## config.mk

```make
export PLATFORM = sky130hd
export DESIGN_NAME = touch_footer_button_decoder
export DESIGN_NICKNAME = d
export VERILOG_FILES = /design/src/rtl/tfb_pkg.sv /design/src/rtl/tfb_zone.sv /design/src/rtl/touch_footer_button_decoder.sv
export SDC_FILE = /design/constraint.sdc
export NUM_CORES = 1
export LEC_CHECK = 0
export ABC_AREA = 1
export ABC_CLOCK_PERIOD_IN_PS = 4800
export BUFFER_PORTS_ARGS = -buffer_cell sky130_fd_sc_hd__buf_2
export CORE_MARGIN = 2
export CORE_UTILIZATION = 55
export CTS_CLUSTER_DIAMETER = 30
export CTS_CLUSTER_SIZE = 20
export DETAILED_ROUTE_END_ITERATION = 12
export GPL_ROUTABILITY_DRIVEN = 0
export HOLD_SLACK_MARGIN = 0.06
export PLACE_DENSITY_LB_ADDON = 0.08
export SYNTH_ARGS = -nofsm -noshare
export SYNTH_HDL_FRONTEND = slang
export SYNTH_HIERARCHICAL = 1
export SYNTH_SLANG_ARGS = --single-unit
```

## constraint.sdc

```tcl
create_clock -name clk -period 4.8 [get_ports clk]
set_input_delay 0 -clock clk [delete_from_list [all_inputs] [get_ports clk]]
set_output_delay 0 -clock clk [all_outputs]
set_load 0.03 [all_outputs]
```

## src/rtl/tfb_pkg.sv

```systemverilog
// Shared types and constants for the touch footer button decoder.
// Used by tfb_zone and touch_footer_button_decoder; no dependencies.
`timescale 1ns / 1ps

package tfb_pkg;

	// default panel geometry
	localparam int SCREEN_WIDTH_DEF  = 960;
	localparam int SCREEN_HEIGHT_DEF = 540;

	// relaxed footer zone: bottom band, dead band around the center column
	localparam int RELAXED_TOP = 430;
	localparam int DEAD_HALF   = 48;

	// field widths
	localparam int RAW_W   = 16;
	localparam int TIME_W  = 32;
	localparam int POS_W   = 10;
	localparam int DEB_W   = 16;
	localparam int CFG_W   = 16;
	localparam int CFG_IDX_W = 3;
	// transformed coordinates go negative when mirrored; panel size < 2^16
	localparam int COORD_W = RAW_W + 2;

	typedef enum logic [1:0] {
		ACT_NONE = 2'd0,
		ACT_PREV = 2'd1,
		ACT_NEXT = 2'd2
	} action_t;

	typedef enum logic [CFG_IDX_W-1:0] {
		CFG_TOUCH_ENABLED = 3'd0,
		CFG_FOOTER_TOP    = 3'd1,
		CFG_FOOTER_BOTTOM = 3'd2,
		CFG_PREV_X_MIN    = 3'd3,
		CFG_PREV_X_MAX    = 3'd4,
		CFG_NEXT_X_MIN    = 3'd5,
		CFG_NEXT_X_MAX    = 3'd6,
		CFG_DEBOUNCE_MS   = 3'd7
	} cfg_index_t;

	typedef struct packed {
		logic             touch_enabled;
		logic [POS_W-1:0] footer_top;
		logic [POS_W-1:0] footer_bottom;
		logic [POS_W-1:0] prev_x_min;
		logic [POS_W-1:0] prev_x_max;
		logic [POS_W-1:0] next_x_min;
		logic [POS_W-1:0] next_x_max;
		logic [DEB_W-1:0] debounce_ms;
	} cfg_t;

	localparam cfg_t CFG_RESET = '{
		touch_enabled: 1'b0,
		footer_top:    10'd460,
		footer_bottom: 10'd539,
		prev_x_min:    10'd0,
		prev_x_max:    10'd300,
		next_x_min:    10'd660,
		next_x_max:    10'd959,
		debounce_ms:   16'd250
	};

endpackage

```

## src/rtl/tfb_zone.sv

```systemverilog
// Footer zone classifier for one oriented touch point: strict test, then relaxed.
// Depends on tfb_pkg.
`timescale 1ns / 1ps

module tfb_zone #(
	parameter int SCREEN_WIDTH  = tfb_pkg::SCREEN_WIDTH_DEF,
	parameter int SCREEN_HEIGHT = tfb_pkg::SCREEN_HEIGHT_DEF
) (
	input  logic signed [tfb_pkg::COORD_W-1:0] x,
	input  logic signed [tfb_pkg::COORD_W-1:0] y,
	input  tfb_pkg::cfg_t                      cfg,
	output tfb_pkg::action_t                   action
);

	localparam int CW  = tfb_pkg::COORD_W;
	localparam int PAD = tfb_pkg::COORD_W - tfb_pkg::POS_W;

	localparam logic signed [CW-1:0] W_S      = CW'(SCREEN_WIDTH);
	localparam logic signed [CW-1:0] H_S      = CW'(SCREEN_HEIGHT);
	localparam logic signed [CW-1:0] REL_TOP  = CW'(tfb_pkg::RELAXED_TOP);
	localparam logic signed [CW-1:0] PREV_LIM = CW'(SCREEN_WIDTH / 2 - tfb_pkg::DEAD_HALF);
	localparam logic signed [CW-1:0] NEXT_LIM = CW'(SCREEN_WIDTH / 2 + tfb_pkg::DEAD_HALF);

	logic signed [CW-1:0] ftop, fbot, pmin, pmax, nmin, nmax;
	logic on_screen, in_band, in_prev, in_next, rel_band;

	assign ftop = signed'({{PAD{1'b0}}, cfg.footer_top});
	assign fbot = signed'({{PAD{1'b0}}, cfg.footer_bottom});
	assign pmin = signed'({{PAD{1'b0}}, cfg.prev_x_min});
	assign pmax = signed'({{PAD{1'b0}}, cfg.prev_x_max});
	assign nmin = signed'({{PAD{1'b0}}, cfg.next_x_min});
	assign nmax = signed'({{PAD{1'b0}}, cfg.next_x_max});

	assign on_screen = (x >= 0) && (y >= 0) && (x < W_S) && (y < H_S);
	assign in_band   = (y >= ftop) && (y <= fbot);
	assign in_prev   = (x >= pmin) && (x <= pmax);
	assign in_next   = (x >= nmin) && (x <= nmax);
	assign rel_band  = (y >= REL_TOP);

	always_comb begin
		priority if (!on_screen) begin
			action = tfb_pkg::ACT_NONE;
		end else if (in_band && in_prev) begin
			action = tfb_pkg::ACT_PREV;
		end else if (in_band && in_next) begin
			action = tfb_pkg::ACT_NEXT;
		end else if (rel_band && (x <= PREV_LIM)) begin
			action = tfb_pkg::ACT_PREV;
		end else if (rel_band && (x >= NEXT_LIM)) begin
			action = tfb_pkg::ACT_NEXT;
		end else begin
			action = tfb_pkg::ACT_NONE;
		end
	end

endmodule

```

## src/rtl/touch_footer_button_decoder.sv

```systemverilog
// Top level: poll input register, debounce and press tracking, eight orientations.
// Depends on tfb_pkg and tfb_zone.
//
//   channel  direction  handshake             payload
//   poll     in         poll_valid/poll_stall touch_present, raw_x, raw_y, now_ms
//   res      out        res_valid/res_stall   action
//   cfg      in         cfg_we                cfg_index, cfg_data
//
// One result per poll beat; one beat per cycle sustained while res_stall is low.
// A poll passes the poll register, then the result register; the zone
// compares and the 32-bit elapsed-time check sit between them.
// Reset loads the register defaults and clears the press and time state.
// A stalled result holds the poll register; poll_stall rises only then.
`timescale 1ns / 1ps

module touch_footer_button_decoder #(
	parameter int SCREEN_WIDTH  = tfb_pkg::SCREEN_WIDTH_DEF,
	parameter int SCREEN_HEIGHT = tfb_pkg::SCREEN_HEIGHT_DEF
) (
	input  logic                            clk,
	input  logic                            arst_n,
	input  logic                            cfg_we,
	input  logic [tfb_pkg::CFG_IDX_W-1:0]   cfg_index,
	input  logic [tfb_pkg::CFG_W-1:0]       cfg_data,
	input  logic                            poll_valid,
	output logic                            poll_stall,
	input  logic                            touch_present,
	input  logic [tfb_pkg::RAW_W-1:0]       raw_x,
	input  logic [tfb_pkg::RAW_W-1:0]       raw_y,
	input  logic [tfb_pkg::TIME_W-1:0]      now_ms,
	output logic                            res_valid,
	input  logic                            res_stall,
	output logic [1:0]                      action
);

	localparam int CW  = tfb_pkg::COORD_W;
	localparam int RW  = tfb_pkg::RAW_W;
	localparam int TW  = tfb_pkg::TIME_W;
	localparam logic signed [CW-1:0] WM = CW'(SCREEN_WIDTH - 1);
	localparam logic signed [CW-1:0] HM = CW'(SCREEN_HEIGHT - 1);

	tfb_pkg::cfg_t    cfg_q;
	logic             valid_s1;
	logic             touch_present_s1;
	logic [RW-1:0]    raw_x_s1, raw_y_s1;
	logic [TW-1:0]    now_s1;
	logic             press_held_q;
	logic [TW-1:0]    last_time_q;
	logic             res_valid_q;
	tfb_pkg::action_t action_q;

	logic             advance;
	logic             accept;
	logic             deb_ok;
	logic             fire;
	tfb_pkg::action_t hit_act;
	tfb_pkg::action_t act_c;
	logic [TW-1:0]    elapsed;

	logic signed [CW-1:0] rx, ry;
	logic signed [CW-1:0] xs [8];
	logic signed [CW-1:0] ys [8];
	tfb_pkg::action_t     zone_act [8];

	// configuration
	always_ff @(posedge clk or negedge arst_n) begin
		if (!arst_n) begin
			cfg_q <= tfb_pkg::CFG_RESET;
		end else if (cfg_we) begin
			unique case (tfb_pkg::cfg_index_t'(cfg_index))
				tfb_pkg::CFG_TOUCH_ENABLED: cfg_q.touch_enabled <= cfg_data[0];
				tfb_pkg::CFG_FOOTER_TOP:    cfg_q.footer_top    <= cfg_data[tfb_pkg::POS_W-1:0];
				tfb_pkg::CFG_FOOTER_BOTTOM: cfg_q.footer_bottom <= cfg_data[tfb_pkg::POS_W-1:0];
				tfb_pkg::CFG_PREV_X_MIN:    cfg_q.prev_x_min    <= cfg_data[tfb_pkg::POS_W-1:0];
				tfb_pkg::CFG_PREV_X_MAX:    cfg_q.prev_x_max    <= cfg_data[tfb_pkg::POS_W-1:0];
				tfb_pkg::CFG_NEXT_X_MIN:    cfg_q.next_x_min    <= cfg_data[tfb_pkg::POS_W-1:0];
				tfb_pkg::CFG_NEXT_X_MAX:    cfg_q.next_x_max    <= cfg_data[tfb_pkg::POS_W-1:0];
				tfb_pkg::CFG_DEBOUNCE_MS:   cfg_q.debounce_ms   <= cfg_data[tfb_pkg::DEB_W-1:0];
				default: ;
			endcase
		end
	end

	// handshake: s1 moves into the result register unless a result is stuck
	assign advance    = valid_s1 && (!res_valid_q || !res_stall);
	assign poll_stall = valid_s1 && !advance;
	assign accept     = poll_valid && !poll_stall;

	always_ff @(posedge clk or negedge arst_n) begin
		if (!arst_n) begin
			valid_s1 <= 1'b0;
		end else if (accept) begin
			valid_s1 <= 1'b1;
		end else if (advance) begin
			valid_s1 <= 1'b0;
		end
	end

	always_ff @(posedge clk) begin
		if (accept) begin
			touch_present_s1 <= touch_present;
			raw_x_s1         <= raw_x;
			raw_y_s1         <= raw_y;
			now_s1           <= now_ms;
		end
	end

	// orientations, in priority order
	assign rx = signed'({{(CW-RW){1'b0}}, raw_x_s1});
	assign ry = signed'({{(CW-RW){1'b0}}, raw_y_s1});

	assign xs[0] = rx;      assign ys[0] = ry;
	assign xs[1] = rx;      assign ys[1] = HM - ry;
	assign xs[2] = WM - rx; assign ys[2] = ry;
	assign xs[3] = WM - rx; assign ys[3] = HM - ry;
	assign xs[4] = ry;      assign ys[4] = rx;
	assign xs[5] = ry;      assign ys[5] = HM - rx;
	assign xs[6] = WM - ry; assign ys[6] = rx;
	assign xs[7] = WM - ry; assign ys[7] = HM - rx;

	for (genvar g = 0; g < 8; g++) begin : g_orient
		tfb_zone #(
			.SCREEN_WIDTH  (SCREEN_WIDTH),
			.SCREEN_HEIGHT (SCREEN_HEIGHT)
		) u_zone (
			.x      (xs[g]),
			.y      (ys[g]),
			.cfg    (cfg_q),
			.action (zone_act[g])
		);
	end

	always_comb begin
		hit_act = tfb_pkg::ACT_NONE;
		for (int i = 7; i >= 0; i--) begin
			if (zone_act[i] != tfb_pkg::ACT_NONE) begin
				hit_act = zone_act[i];
			end
		end
	end

	// wrapping elapsed time
	assign elapsed = now_s1 - last_time_q;
	assign deb_ok  = (elapsed >= {{(TW-tfb_pkg::DEB_W){1'b0}}, cfg_q.debounce_ms});
	assign fire    = cfg_q.touch_enabled && touch_present_s1 && !press_held_q && deb_ok;
	assign act_c   = fire ? hit_act : tfb_pkg::ACT_NONE;

	always_ff @(posedge clk or negedge arst_n) begin
		if (!arst_n) begin
			press_held_q <= 1'b0;
			last_time_q  <= '0;
		end else if (advance && cfg_q.touch_enabled) begin
			press_held_q <= touch_present_s1;
			if (act_c != tfb_pkg::ACT_NONE) begin
				last_time_q <= now_s1;
			end
		end
	end

	// result register
	always_ff @(posedge clk or negedge arst_n) begin
		if (!arst_n) begin
			res_valid_q <= 1'b0;
		end else if (advance) begin
			res_valid_q <= 1'b1;
		end else if (!res_stall) begin
			res_valid_q <= 1'b0;
		end
	end

	always_ff @(posedge clk) begin
		if (advance) begin
			action_q <= act_c;
		end
	end

	assign res_valid = res_valid_q;
	assign action    = action_q;

	// an action is only ever issued on a held press
	a_act_held: assert property (@(posedge clk) disable iff (!arst_n)
		res_valid_q && (action_q != tfb_pkg::ACT_NONE) |-> press_held_q)
		else $error("action issued without a held press");

	a_time_rec: assert property (@(posedge clk) disable iff (!arst_n)
		advance && (act_c != tfb_pkg::ACT_NONE) |=> last_time_q == $past(now_s1))
		else $error("action time not recorded");

	a_disabled: assert property (@(posedge clk) disable iff (!arst_n)
		advance && !cfg_q.touch_enabled |=> action_q == tfb_pkg::ACT_NONE)
		else $error("action while touch disabled");

	a_release: assert property (@(posedge clk) disable iff (!arst_n)
		advance && cfg_q.touch_enabled && !touch_present_s1 |=> !press_held_q)
		else $error("press not released on empty poll");

endmodule
```

==> reports/metrics.cfg <==
[synth]
synthTopCellsByCount=inv_1, nand2_1, ha_1
synth_top_cells_by_area=ha_1, inv_1, nand2_1
synth_cell_types=42
syn_area_mm2=0.0262
ys.warnings.count=6
synthDominantCellAreaShare_pct=25.5
synth_most_common_cell=inv_1
synth-async-reset-ratio_pct=62.6
yosysTopAreaCell=ha_1
syn_inst=3898
synth-main-ff-cell=dfrtp_1
avgSynthCellArea_um2=6.72
ys_ff_latch=179
synth-edff-count=67
seq_area_frac_synth_pct=18.5

[die]
io_pins=93
core.rowCount=79
initial_core_util_pct=56.0
dieArea_mm2=0.0494
core-area_mm2=0.0468
fp.dieH_um=222
die-width_um=222

[routing]
first_iter_violations=1907
ant_nets=0
vias=25600
drc_errors=0
drt-wirelength-per-cell_um=17.1
viasPerCell=5.37
dr.pass1.iters=8
detail_route.wirelength_mm=81.8

[sta]
tightest_slew_ns=0.878
finalSetupViolations=0
period_share_pct=91.0
rsz0062_at_grt=false
tns_ns=0
relSlewSlack_pct=41.3
min_period_ns=4.37
slew_violations=0
setup_ws_ns=0.432
max_freq_ghz=0.229
skew_ns=0.0168
hold_violations=0

[global_route]
busiest_layer=met2
grt_pass1_vias=24300
grt_max_degree=62
grt_remaining_overflow=0
met1_usage_pct=41.3
grt_usage_pct=33.8
grt_pass1_wl_mm=130
met3_usage_pct=3.98
antenna_found_initial=1
use_met2_pct=58.6

[run]
maxCapViolations=0

[clock_tree]
htreeDepth=4
clk_path_buf_depth=2
clockRootBuffer=clkbuf_16
cts_buffers=17
clkSinkCount=179
clk_pin_slew_worst_paths_ns=0.08
worstSkewPairLatency_ns=0.50
cts_tree=done

[pwr]
ir_drop_mv=0.342
leakagePower_nw=15.6
p_per_area_mw_per_mm2=248

[cells_and_area]
final_cell_area_mm2=0.0293
nNetsFinal=4775
fin_util_pct=62.6
area_delta_synth_final_pct=11.8
final_layout_size_suffix_gt1_share_pct=9.87

[worst_setup_path]
rrSetupSlack_ns=0.43
cpMaxStageDelayCell=edfxtp_1
arrival_ns=4.76
required_ns=5.19
reg2reg_to=last_time_q[5]
max_stage_delay_ns=0.57
regToRegStartpoint=raw_y_s1[14]
critical-path-top-delay-family=simple AND/OR/NAND/NOR gates
crit_path_start_kind=register
cp.buffers_inverters=2
reg2regPathDepth=27
cp-end-kind=register
cp_max_fo=32
critPathKind=register to register

[placed_design]
preCtsSetupSlack_ns=0.360
numPortBuffers=92
dp_hpwl_mm=64.4
dpl_cell_area_mm2=0.0277

[outcome]
status=completed

[min_path]
min_path_type=input pin to asynchronous set/reset pin

[routing by layer]
layer	up-vias	share of wire, %
li1	13000	-
met1	11700	43
met2	722	47
met3	203	5.4
met4	0	5.2
met5	-	0
[worst max path at each step]
| stage | start | end | slack, ns | cells past startpoint |
|---|---|---|---|---|
| 4_1_cts | raw_x_s1[4] | last_time_q[24] | 0.31 | 29 |
| 2_1_floorplan | raw_y_s1[6] | last_time_q[0] | 0.48 | 25 |
| 3_3_place_gp | raw_x_s1[4] | last_time_q[7] | 0.46 | 32 |
| 3_5_place_dp | raw_x_s1[4] | last_time_q[24] | 0.36 | 29 |
| 6_report | raw_y_s1[14] | last_time_q[5] | 0.43 | 27 |
| 5_1_grt | raw_x_s1[6] | last_time_q[5] | 0.07 | 32 |
[state kept, by name, summed over array words and instances (netlist names)]
register and cells:
now_s1 32, raw_y_s1 16, cfg_q 77, touch_present_s1 1, valid_s1 1, res_valid 1
raw_x_s1 16, action 2, last_time_q 32, press_held_q 1
[layout make-up]
class                           count  area, um^2
Sequential cell                   179        4860
Tap cell                          607         759
Clock inverter                     15         199
Antenna cell                        1        2.50
Fill cell                        4489       17500
Multi-Input combinational cell   2804       17800
Clock buffer                       17         425
Timing Repair Buffer              247        1860
Inverter                          903        3390
[worst register-to-register path, cell delays in order, from the launching register on]
cell,delay [ns]
edfxtp_1,0.57
nor4_1,0.44
nand3_1,0.37
nor2_2,0.24
nand2_2,0.11
nor2_8,0.22
nand2_1,0.08
nor2_1,0.11
nand3_1,0.08
nand2_1,0.06
nand2_1,0.06
nand2_1,0.10
o21ai_1,0.07
a21oi_1,0.23
inv_1,0.07
a21oi_1,0.14
o21bai_1,0.08
a21oi_1,0.12
nor2_1,0.05
o21ai_0,0.16
nand3_1,0.09
nand3_1,0.07
nand2_1,0.11
nand3_1,0.14
nand2_2,0.13
buf_12,0.19
nand3_1,0.12
nand2_1,0.07
[cells in the final DEF, fill, tap and decap left out, types with 19 or more instances in the layout]
| cell type | instances |
|---|---|
| nor2_1 | 314 |
| nand3_1 | 217 |
| o21ai_0 | 142 |
| ha_1 | 533 |
| dlygate4sd3_1 | 89 |
| o21bai_1 | 28 |
| inv_1 | 893 |
| buf_4 | 66 |
| buf_2 | 91 |
| nand4_1 | 105 |
| a21oi_1 | 244 |
| edfxtp_1 | 67 |
| nor3_1 | 34 |
| dfrtp_1 | 79 |
| nand2_2 | 58 |
| nor2_2 | 65 |
| dfstp_2 | 33 |
| nand2_1 | 853 |
| nor4_1 | 19 |
| xor2_1 | 41 |
| conb_1 | 24 |
[what timing repair did]
action / 4_1_cts / 5_1_grt
buffers inserted: 0 / 2
resized for setup: 0 / 8
hold buffers: 89 / 0
setup endpoints to repair: 0 / 32
hold endpoints to repair: 182 / 0
[report_power, final]
| part | leakage [nW] | internal (mW) | switching (mW) | total (mW) |
|---|---|---|---|---|
| registers | 2.02 | 1.81 | 0.442 | 2.25 |
| clock network | 0.302 | 0.719 | 0.788 | 1.51 |
| logic | 13.3 | 1.37 | 2.12 | 3.49 |
[logic make-up after synthesis]
| kind of cell | Yosys count | share of synthesized area (%) |
|---|---|---|
| other | 1 | 0.0143 |
| adder cells (fa/ha/maj) | 534 | 25.5 |
| multiplexers | 1 | 0.0430 |
| flip-flops | 179 | 18.5 |
| XOR/XNOR | 52 | 1.74 |
| buffers and inverters | 938 | 14.0 |
| AND/OR/NAND/NOR | 1734 | 30.3 |
| AO/OA/AOI/OAI | 459 | 9.83 |
[stage by stage]
| step | total power [mW] | instances | hold slack, ns |
|---|---|---|---|
| 4_1_cts | 7.22 | 4770 | 0.118 |
| 3_5_place_dp | 5.64 | 4649 | 0.144 |
| 6_report | 7.25 | 4773 | 0.136 |
| 2_1_floorplan | 4.55 | 3921 | -0.296 |
| 5_1_grt | 7.93 | 4772 | 0.186 |
| 3_3_place_gp | 5.58 | 4649 | 0.136 |
(Power assumes the default switching activity.)
